$ cat config.mk
export PLATFORM = sky130hd
export DESIGN_NAME = heating_relay_gate_with_duty_timer_core
export DESIGN_NICKNAME = d
export VERILOG_FILES = /design/src/hw/rtl/hrg_pkg.sv /design/src/hw/rtl/hrg_cfg_regs.sv /design/src/hw/rtl/hrg_step.sv /design/src/hw/rtl/heating_relay_gate_with_duty_timer_core.sv
export VERILOG_INCLUDE_DIRS = /design/src /design/src/hw/rtl
export SDC_FILE = /design/constraint.sdc
export NUM_CORES = 1
export LEC_CHECK = 0
export BUFFER_PORTS_ARGS = -buffer_cell sky130_fd_sc_hd__buf_4
export CAP_MARGIN = 30
export CORE_UTILIZATION = 41
export CTS_CLUSTER_SIZE = 12
export DETAILED_ROUTE_END_ITERATION = 10
export PLACE_DENSITY = 0.65
export SLEW_MARGIN = 20
export SYNTH_ARGS = -nofsm -noshare
export SYNTH_HDL_FRONTEND = slang
export SYNTH_SLANG_ARGS = --single-unit
$ cat constraint.sdc
create_clock -name clk -period 4.1 [get_ports clk]
set_input_delay 0.205 -clock clk [delete_from_list [all_inputs] [get_ports clk]]
set_output_delay 0.205 -clock clk [all_outputs]
set_load 0.1 [all_outputs]
$ cat src/hw/rtl/assert_macros.svh
// assertion macros used by the rtl top level
`ifndef ASSERT_MACROS_SVH
`define ASSERT_MACROS_SVH

// same-cycle implication, checked out of reset
`define HRG_ASSERT_NOW(label, ante, cons) \
  label: assert property (@(posedge clk) disable iff (!rst_n) (ante) |-> (cons)) \
    else $error("hrg assertion failed");

// next-cycle implication, checked out of reset
`define HRG_ASSERT_NEXT(label, ante, cons) \
  label: assert property (@(posedge clk) disable iff (!rst_n) (ante) |=> (cons)) \
    else $error("hrg assertion failed");

`endif

$ cat src/hw/rtl/hrg_pkg.sv
// types and constants of the heating relay gate
package hrg_pkg;

  localparam int CFG_IDX_W  = 3;
  localparam int CFG_DATA_W = 11;
  localparam int IN_DATA_W  = 40;
  localparam int OUT_DATA_W = 8;

  // configuration register indexes
  localparam logic [CFG_IDX_W-1:0] REG_FLOOR_LIMIT = 3'd0;
  localparam logic [CFG_IDX_W-1:0] REG_HYSTERESIS  = 3'd1;
  localparam logic [CFG_IDX_W-1:0] REG_DUTY_ENABLE = 3'd2;
  localparam logic [CFG_IDX_W-1:0] REG_RUN_MINUTES = 3'd3;
  localparam logic [CFG_IDX_W-1:0] REG_REST_MINUTES = 3'd4;

  // configuration reset values
  localparam logic signed [10:0] FLOOR_LIMIT_RST = 11'sd350;
  localparam logic [7:0] HYSTERESIS_RST   = 8'd30;
  localparam logic [7:0] RUN_MINUTES_RST  = 8'd30;
  localparam logic [7:0] REST_MINUTES_RST = 8'd30;

  // start-up sequencer codes
  localparam logic [1:0] SU_INIT  = 2'd0;
  localparam logic [1:0] SU_DELAY = 2'd1;
  localparam logic [1:0] SU_RUN   = 2'd2;

  // duty timer codes
  localparam logic [1:0] DUTY_IDLE = 2'd0;
  localparam logic [1:0] DUTY_RUN  = 2'd1;
  localparam logic [1:0] DUTY_REST = 2'd2;

  // run modes
  localparam logic [1:0] MODE_NORMAL   = 2'd0;
  localparam logic [1:0] MODE_POWER_OFF = 2'd1;
  localparam logic [1:0] MODE_ADVANCED = 2'd2;
  localparam logic [1:0] MODE_TIMING   = 2'd3;

  typedef struct packed {
    logic signed [10:0] floor_limit_temp;
    logic [7:0]         limit_hysteresis;
    logic               duty_enable;
    logic [7:0]         run_minutes;
    logic [7:0]         rest_minutes;
  } cfg_t;

  typedef struct packed {
    logic signed [10:0] floor_temp;
    logic               all_sensor_mode;
    logic               system_error;
    logic               timing_ddr_on;
    logic [1:0]         run_mode;
    logic               heat_request;
    logic [15:0]        now_ms;
  } item_t;

  typedef struct packed {
    logic duty_resting;
    logic duty_active;
    logic over_limit;
    logic relay_on;
  } result_t;

  typedef struct packed {
    logic [1:0] startup_phase;
    logic [1:0] duty_phase;
  } status_t;

endpackage

$ cat src/hw/rtl/hrg_cfg_regs.sv
// configuration register file of the heating relay gate
module hrg_cfg_regs (
  input  logic                             clk,
  input  logic                             rst_n,
  input  logic                             cfg_wr_en,
  input  logic [hrg_pkg::CFG_IDX_W-1:0]    cfg_addr,
  input  logic [hrg_pkg::CFG_DATA_W-1:0]   cfg_wdata,
  output hrg_pkg::cfg_t                    cfg
);

  hrg_pkg::cfg_t cfg_r;

  always_ff @(posedge clk) begin
    if (!rst_n) begin
      cfg_r.floor_limit_temp <= hrg_pkg::FLOOR_LIMIT_RST;
      cfg_r.limit_hysteresis <= hrg_pkg::HYSTERESIS_RST;
      cfg_r.duty_enable      <= 1'b0;
      cfg_r.run_minutes      <= hrg_pkg::RUN_MINUTES_RST;
      cfg_r.rest_minutes     <= hrg_pkg::REST_MINUTES_RST;
    end else if (cfg_wr_en) begin
      case (cfg_addr)
        hrg_pkg::REG_FLOOR_LIMIT:  cfg_r.floor_limit_temp <= $signed(cfg_wdata[10:0]);
        hrg_pkg::REG_HYSTERESIS:   cfg_r.limit_hysteresis <= cfg_wdata[7:0];
        hrg_pkg::REG_DUTY_ENABLE:  cfg_r.duty_enable      <= cfg_wdata[0];
        hrg_pkg::REG_RUN_MINUTES:  cfg_r.run_minutes      <= cfg_wdata[7:0];
        hrg_pkg::REG_REST_MINUTES: cfg_r.rest_minutes     <= cfg_wdata[7:0];
        default: ;
      endcase
    end
  end

  assign cfg = cfg_r;

endmodule

$ cat src/hw/rtl/hrg_step.sv
// gate state registers and the per-word update logic
module hrg_step #(
  parameter logic [15:0] MINUTE_MS        = 16'd60000,
  parameter logic [15:0] STARTUP_DELAY_MS = 16'd3000
) (
  input  logic             clk,
  input  logic             rst_n,
  input  logic             advance,
  input  hrg_pkg::item_t   item,
  input  hrg_pkg::cfg_t    cfg,
  output hrg_pkg::result_t result,
  output hrg_pkg::status_t status
);

  logic [1:0]  startup_phase_r, startup_phase_nxt;
  logic [15:0] startup_stamp_r, startup_stamp_nxt;
  logic        latch_r, latch_nxt;
  logic [1:0]  duty_phase_r, duty_phase_nxt;
  logic [15:0] minute_stamp_r, minute_stamp_nxt;
  logic [7:0]  minute_count_r, minute_count_nxt;
  logic        display_r, display_nxt;
  logic        relay_r, relay_nxt;

  logic               allowed;
  logic               flag;
  logic [15:0]        startup_passed;
  logic [15:0]        minute_passed;
  logic signed [11:0] clear_level;
  logic signed [11:0] temp_ext;
  logic [7:0]         period_len;
  logic [7:0]         count_inc;

  always_comb begin
    case (item.run_mode)
      hrg_pkg::MODE_NORMAL:    allowed = !item.system_error;
      hrg_pkg::MODE_POWER_OFF: allowed = 1'b0;
      hrg_pkg::MODE_ADVANCED:  allowed = 1'b0;
      hrg_pkg::MODE_TIMING:    allowed = !item.timing_ddr_on;
      default:                 allowed = 1'b0;
    endcase
  end

  assign startup_passed = item.now_ms - startup_stamp_r;
  assign minute_passed  = item.now_ms - minute_stamp_r;
  assign temp_ext       = {item.floor_temp[10], item.floor_temp};
  assign clear_level    = {cfg.floor_limit_temp[10], cfg.floor_limit_temp}
                          - $signed({4'b0000, cfg.limit_hysteresis});
  assign period_len     = (duty_phase_r == hrg_pkg::DUTY_REST) ? cfg.rest_minutes
                                                               : cfg.run_minutes;
  assign count_inc      = minute_count_r + 8'd1;

  always_comb begin
    startup_phase_nxt = startup_phase_r;
    startup_stamp_nxt = startup_stamp_r;
    latch_nxt         = latch_r;
    duty_phase_nxt    = duty_phase_r;
    minute_stamp_nxt  = minute_stamp_r;
    minute_count_nxt  = minute_count_r;
    display_nxt       = display_r;
    relay_nxt         = relay_r;
    flag              = 1'b0;

    case (startup_phase_r)
      hrg_pkg::SU_INIT: begin
        startup_stamp_nxt = item.now_ms;
        startup_phase_nxt = hrg_pkg::SU_DELAY;
      end
      hrg_pkg::SU_DELAY: begin
        if (startup_passed > STARTUP_DELAY_MS) begin
          startup_phase_nxt = hrg_pkg::SU_RUN;
        end
      end
      default: begin
        // over-limit latch only moves while the output is allowed
        if (allowed) begin
          if (!item.heat_request || !item.all_sensor_mode || item.system_error) begin
            latch_nxt = 1'b0;
          end else if (item.floor_temp >= cfg.floor_limit_temp) begin
            latch_nxt = 1'b1;
          end else if (temp_ext <= clear_level) begin
            latch_nxt = 1'b0;
          end
          flag = item.heat_request && !latch_nxt;
        end

        if (cfg.duty_enable && flag) begin
          if (duty_phase_r == hrg_pkg::DUTY_IDLE) begin
            minute_count_nxt = 8'd0;
            duty_phase_nxt   = hrg_pkg::DUTY_RUN;
            minute_stamp_nxt = item.now_ms;
            display_nxt      = 1'b1;
          end else if (minute_passed >= MINUTE_MS) begin
            minute_stamp_nxt = item.now_ms;
            minute_count_nxt = count_inc;
            if (count_inc >= period_len) begin
              minute_count_nxt = 8'd0;
              duty_phase_nxt   = (duty_phase_r == hrg_pkg::DUTY_REST) ? hrg_pkg::DUTY_RUN
                                                                      : hrg_pkg::DUTY_REST;
            end
          end
        end else begin
          minute_count_nxt = 8'd0;
          duty_phase_nxt   = hrg_pkg::DUTY_IDLE;
          minute_stamp_nxt = item.now_ms;
          display_nxt      = 1'b0;
        end

        relay_nxt = flag && (duty_phase_nxt != hrg_pkg::DUTY_REST);
      end
    endcase
  end

  always_ff @(posedge clk) begin
    if (!rst_n) begin
      startup_phase_r <= hrg_pkg::SU_INIT;
      startup_stamp_r <= 16'd0;
      latch_r         <= 1'b0;
      duty_phase_r    <= hrg_pkg::DUTY_IDLE;
      minute_stamp_r  <= 16'd0;
      minute_count_r  <= 8'd0;
      display_r       <= 1'b0;
      relay_r         <= 1'b0;
    end else if (advance) begin
      startup_phase_r <= startup_phase_nxt;
      startup_stamp_r <= startup_stamp_nxt;
      latch_r         <= latch_nxt;
      duty_phase_r    <= duty_phase_nxt;
      minute_stamp_r  <= minute_stamp_nxt;
      minute_count_r  <= minute_count_nxt;
      display_r       <= display_nxt;
      relay_r         <= relay_nxt;
    end
  end

  assign result.relay_on     = relay_nxt;
  assign result.over_limit   = latch_nxt;
  assign result.duty_active  = display_nxt;
  assign result.duty_resting = (duty_phase_nxt == hrg_pkg::DUTY_REST);

  assign status.startup_phase = startup_phase_r;
  assign status.duty_phase    = duty_phase_r;

endmodule

$ cat src/hw/rtl/heating_relay_gate_with_duty_timer_core.sv
// top level of the heating relay gate with duty timer
//
//  channel   direction  handshake              payload
//  in_       slave      in_tvalid/in_tready    in_tdata, one scan word
//  out_      master     out_tvalid/out_tready  out_tdata, one result word per scan
//  cfg_      write      cfg_wr_en              cfg_addr, cfg_wdata
//
// a word passes through the input register and then the output register;
// one word per cycle is sustained while out_tready stays high.
// the state update sits between the two registers and fires when the input
// register holds a word and the output register is empty or being drained.
// a stall on out_ stops the update and, after one more word, in_tready.
// rst_n is synchronous; after it the start-up sequencer waits for the first word.
`include "assert_macros.svh"

module heating_relay_gate_with_duty_timer_core #(
  parameter logic [15:0] MINUTE_MS        = 16'd60000,
  parameter logic [15:0] STARTUP_DELAY_MS = 16'd3000
) (
  input  logic                                clk,
  input  logic                                rst_n,
  // now_ms[15:0], heat_request[16], run_mode[18:17], timing_ddr_on[19],
  // system_error[20], all_sensor_mode[21], floor_temp[32:22], zero fill
  input  logic [hrg_pkg::IN_DATA_W-1:0]       in_tdata,
  input  logic                                in_tvalid,
  output logic                                in_tready,
  // relay_on[0], over_limit[1], duty_active[2], duty_resting[3], zero fill
  output logic [hrg_pkg::OUT_DATA_W-1:0]      out_tdata,
  output logic                                out_tvalid,
  input  logic                                out_tready,
  input  logic                                cfg_wr_en,
  input  logic [hrg_pkg::CFG_IDX_W-1:0]       cfg_addr,
  input  logic [hrg_pkg::CFG_DATA_W-1:0]      cfg_wdata
);

  hrg_pkg::cfg_t    cfg;
  hrg_pkg::item_t   in_item_r;
  hrg_pkg::result_t result;
  hrg_pkg::status_t status;

  logic                              in_valid_r;
  logic                              out_valid_r;
  logic [hrg_pkg::OUT_DATA_W-1:0]    out_data_r;
  logic                              advance;

  assign advance   = in_valid_r && (!out_valid_r || out_tready);
  assign in_tready = !in_valid_r || advance;

  always_ff @(posedge clk) begin
    if (!rst_n) begin
      in_valid_r  <= 1'b0;
      out_valid_r <= 1'b0;
    end else begin
      if (in_tready) begin
        in_valid_r <= in_tvalid;
      end
      if (advance) begin
        out_valid_r <= 1'b1;
      end else if (out_tready) begin
        out_valid_r <= 1'b0;
      end
    end
  end

  always_ff @(posedge clk) begin
    if (in_tready && in_tvalid) begin
      in_item_r <= in_tdata[32:0];
    end
    if (advance) begin
      out_data_r <= {4'b0000, result};
    end
  end

  hrg_cfg_regs u_cfg (
    .clk       (clk),
    .rst_n     (rst_n),
    .cfg_wr_en (cfg_wr_en),
    .cfg_addr  (cfg_addr),
    .cfg_wdata (cfg_wdata),
    .cfg       (cfg)
  );

  hrg_step #(
    .MINUTE_MS        (MINUTE_MS),
    .STARTUP_DELAY_MS (STARTUP_DELAY_MS)
  ) u_step (
    .clk     (clk),
    .rst_n   (rst_n),
    .advance (advance),
    .item    (in_item_r),
    .cfg     (cfg),
    .result  (result),
    .status  (status)
  );

  assign out_tdata  = out_data_r;
  assign out_tvalid = out_valid_r;

  // the relay is never commanded during a rest period
  `HRG_ASSERT_NOW(a_no_relay_in_rest, out_tvalid && out_tdata[3], !out_tdata[0])
  // resting only happens once the duty timer is engaged
  `HRG_ASSERT_NOW(a_rest_needs_active, out_tvalid && out_tdata[3], out_tdata[2])
  // a relay command implies the start-up wait has finished
  `HRG_ASSERT_NOW(a_relay_after_startup, out_tvalid && out_tdata[0],
                  status.startup_phase == hrg_pkg::SU_RUN)
  // an empty output register never blocks the input side
  `HRG_ASSERT_NOW(a_ready_when_drained, !out_valid_r, in_tready)
  // the duty timer only ever sits in idle, run or rest
  `HRG_ASSERT_NOW(a_duty_phase_known, 1'b1, status.duty_phase <= hrg_pkg::DUTY_REST)

endmodule

==> run metrics <==
leakage=0.003741 uW; Routed Antenna Nets=0; Non-Filler Instances=1,206; largest net degree at the start of global routing=66; drt pass-1 iters=5; Num CTS Buffers=17; Design Area, Final=0.009248 sq mm; Die Height=136.7 um; DRC=0; FP Rows=48; DP Worst Slack=-0.2628 ns; Pwr per Cell Area=357.3 mW/mm^2; Core Box Area=0.01748 sq mm; clock transition at the registers of the reported paths=0.06 ns; placed insts=about 1,100; ys async rst share=0%; met2 track demand over resource=30.99%; dpl hpwl=11,920 um; Max Fclk=around 240 MHz; Max VDD drop=0.3125 mV; share of layout cells above drive strength 1=16.00%; dpl cell area=0.008127 sq mm; crit path capture type=register; critical path fanouts, max=10; root buf cell=clkbuf_16; Seq/Total Area, Yosys=37.83%; CTS tree=built; DRT iter0 DRCs=336; CP required=4.45 ns; Worst-Margin Slew=between 0.8 and 0.9 ns; most used routing layer=met2; CTS sink cnt=122; Max clock buf depth=2; cell area after synthesis=0.007436 sq mm; # setup viols final=3; grt met1 use=26.54%; Final Skew=0.01051 ns; Layout area overhead=24.36%; Yosys top cell by area=dfxtp_1; max-cap violations=0; I/O Buffers=57; status=complete, but fails checks; commonest cells in the netlist=nand2_1, dfxtp_1, ha_1; Synth cell types=70; met3 GRT Util=4.667%; Post-synth EDFFs=37; vias=6,244; synthesized area per cell=8.667 sq um; Die Wd=between 100 and 150 um; WHS=0.02311 ns; die area=0.01868 sq mm; Syn Inst Count=around 860; Initial Util=42.55%; period utilisation layout=100.2%; slew margin rel.=45.64%; Tightest Hold Check Type=primary input to register; fin crit period=approximately 4.1 ns; Final GP Congestion=0.8380; vias per inst=5.177; top_reg_cell synth=dfxtp_1; Wirelength per Cell=14.23 um; fillers=1,557; antenna violations before repair=0; worst setup margin=-0.008378 ns; top-count cell post-synth=nand2_1; Slew Limit Fails=0; CP cell instances=inv_2 -> ha_4 -> fa_2 -> inv_2 -> a21oi_2 -> o21bai_1 -> a21oi_1 -> o21bai_1 -> a21o_1 -> a21o_1 -> nor3_2 -> xnor2_1 -> ha_1 -> nand4_1 -> nor2_1 -> o21ai_1 -> a2111o_1 -> nand4_1 -> nor2_2 -> a21oi_4 -> buf_12 -> buf_12 -> mux2i_1; Crit-path slowest cell=a2111o_1; Total GRT Usage=19.79%; Setup CP Type=register to register; CP peak stage delay=0.45 ns; Final Hold Viols=0; final WL=between 15,000 and 20,000 um; first-pass GRT wire length=28,460 um; CP Launch Type=register; Synth warnings=0; delay-heaviest family, CP=compound AO/OA/AOI/OAI gates; Boundary Pins=69; setup_tns=-0.01478 ns; Synth area leaders=dfxtp_1, edfxtp_1, ha_1; GR Overflow Total=0; number of synthesized register bits=122; Critical Path AT=4.46 ns; Crit path buffers/inverters=4; violated checks=setup timing; layout net count=1,100; RSZ-0062 raised after global routing=yes; vias in the first global route=5,853; top-area cell type share of the netlist area=between 20% and 30%; ANT cells=0; # H-tree levels=4; worst-skew pair later-pin latency=0.43 ns
[worst paths after layout]
path | slack, ns | to | start | depth (start not counted)
max | -0.008 | u_step.minute_stamp_r[8]$_SDFFE_PN0P_ | u_cfg.cfg[25]$_SDFFE_PN0P_ | 23
min | 0.02 | u_cfg.cfg[10]$_SDFFE_PN1P_ | cfg_wdata[2] | 3
max reg2reg | -0.008 | u_step.minute_stamp_r[8]$_SDFFE_PN0P_ | u_cfg.cfg[25]$_SDFFE_PN0P_ | 23
min reg2reg | 0.45 | u_cfg.cfg[8]$_SDFFE_PN0P_ | u_cfg.cfg[8]$_SDFFE_PN0P_ | 2
[per-stage QoR]
stage          total power [uW]  utilization (%)
4_1_cts                    3313            52.33
2_1_floorplan              1691                -
5_1_grt                    3457            52.91
3_3_place_gp               1825            46.50
6_report                   3304            52.91
3_5_place_dp               1829            46.50
[worst register-to-register path: stages, from the launching register on]
cell	delay, ns
dfxtp_2	0.34
inv_2	0.05
ha_4	0.17
fa_2	0.40
inv_2	0.07
a21oi_2	0.04
o21bai_1	0.16
a21oi_1	0.09
o21bai_1	0.18
a21o_1	0.15
a21o_1	0.14
nor3_2	0.05
xnor2_1	0.12
ha_1	0.30
nand4_1	0.16
nor2_1	0.13
o21ai_1	0.08
a2111o_1	0.45
nand4_1	0.21
nor2_2	0.09
a21oi_4	0.20
buf_12	0.13
buf_12	0.14
mux2i_1	0.20
[logic make-up (layout without fill, tap and decap cells)]
group | count (synthesis) | in the layout | share of synthesized area [%]
simple gates | 321 | 321 | 19.84
compound gates | 189 | 189 | 17.20
flops | 122 | 122 | 37.83
buf+inv | 98 | 218 | 5.536
fa+ha+maj | 73 | 73 | 12.59
mux | 34 | 34 | 4.610
xor+xnor | 20 | 20 | 2.356
other cells | 1 | 4 | 0.05043
[report_power, final]
| part | switching (uW) | internal (uW) |
|---|---|---|
| registers | 32.6 | 1290 |
| logic | 302 | 243 |
| clock network | 616 | 821 |
[state kept, by name (all words and copies together) (netlist names), 2 cells and up]
| name | flops |
|---|---|
| u_step.duty_phase_r | 2 |
| in_item_r | 33 |
| u_cfg.cfg | 36 |
| u_step.startup_phase_r | 2 |
| out_tdata | 4 |
| u_step.minute_stamp_r | 16 |
| u_step.minute_count_r | 8 |
| u_step.startup_stamp_r | 16 |
[layout make-up]
| class | instances | area (sq um) | share of cell area [%] |
|---|---|---|---|
| Clock buffer | 18 | 450.4 | 4.871 |
| Tap cell | 225 | 281.5 | 3.044 |
| Sequential cell | 122 | 2815 | 30.44 |
| Timing Repair Buffer | 117 | 1028 | 11.12 |
| Multi-Input combinational cell | 641 | 4304 | 46.54 |
| Inverter | 69 | 259.0 | 2.801 |
| Clock inverter | 14 | 108.9 | 1.177 |
[cell usage in the layout, fill, tap and decap left out, types with 6 or more instances in the layout]
cell type	netlist	layout
edfxtp_1	37	37
or3_1	9	9
and2_1	7	7
xor2_1	7	7
buf_4	4	78
and3_1	6	6
dlygate4sd3_1	0	35
xnor2_1	13	13
a21o_1	15	15
a21oi_1	62	58
dfxtp_1	85	83
nor2_1	36	35
nand3_1	29	29
inv_1	69	66
o21a_1	10	10
nand2b_1	11	11
ha_1	70	68
o21ai_0	24	20
o21ai_1	8	10
nor2b_1	12	11
mux2i_1	32	31
o211ai_1	15	15
nor3_1	11	10
a31oi_1	6	6
nand2_1	174	174
nand4_1	7	7
clkbuf_16	0	18
a21oi_2	2	6
[metal layers]
metal | up-vias | share of wire [%] | wire length, um
met5 | - | 0 | 0
met4 | 0 | 1.6 | 269
met3 | 23 | 3.7 | 628
met2 | 115 | 45 | 7709
met1 | 2870 | 50 | 8554
li1 | 3236 | - | -
[repair_timing]
action,4_1_cts,5_1_grt
hold buffers,35,0
endpoints found under the hold margin,35,0
pin swaps,10,23
buffers inserted,6,6
cloned,1,0
gates resized for setup,9,18
setup endpoints to repair,28,30
No activity file was read; power rests on OpenSTA's default activity.
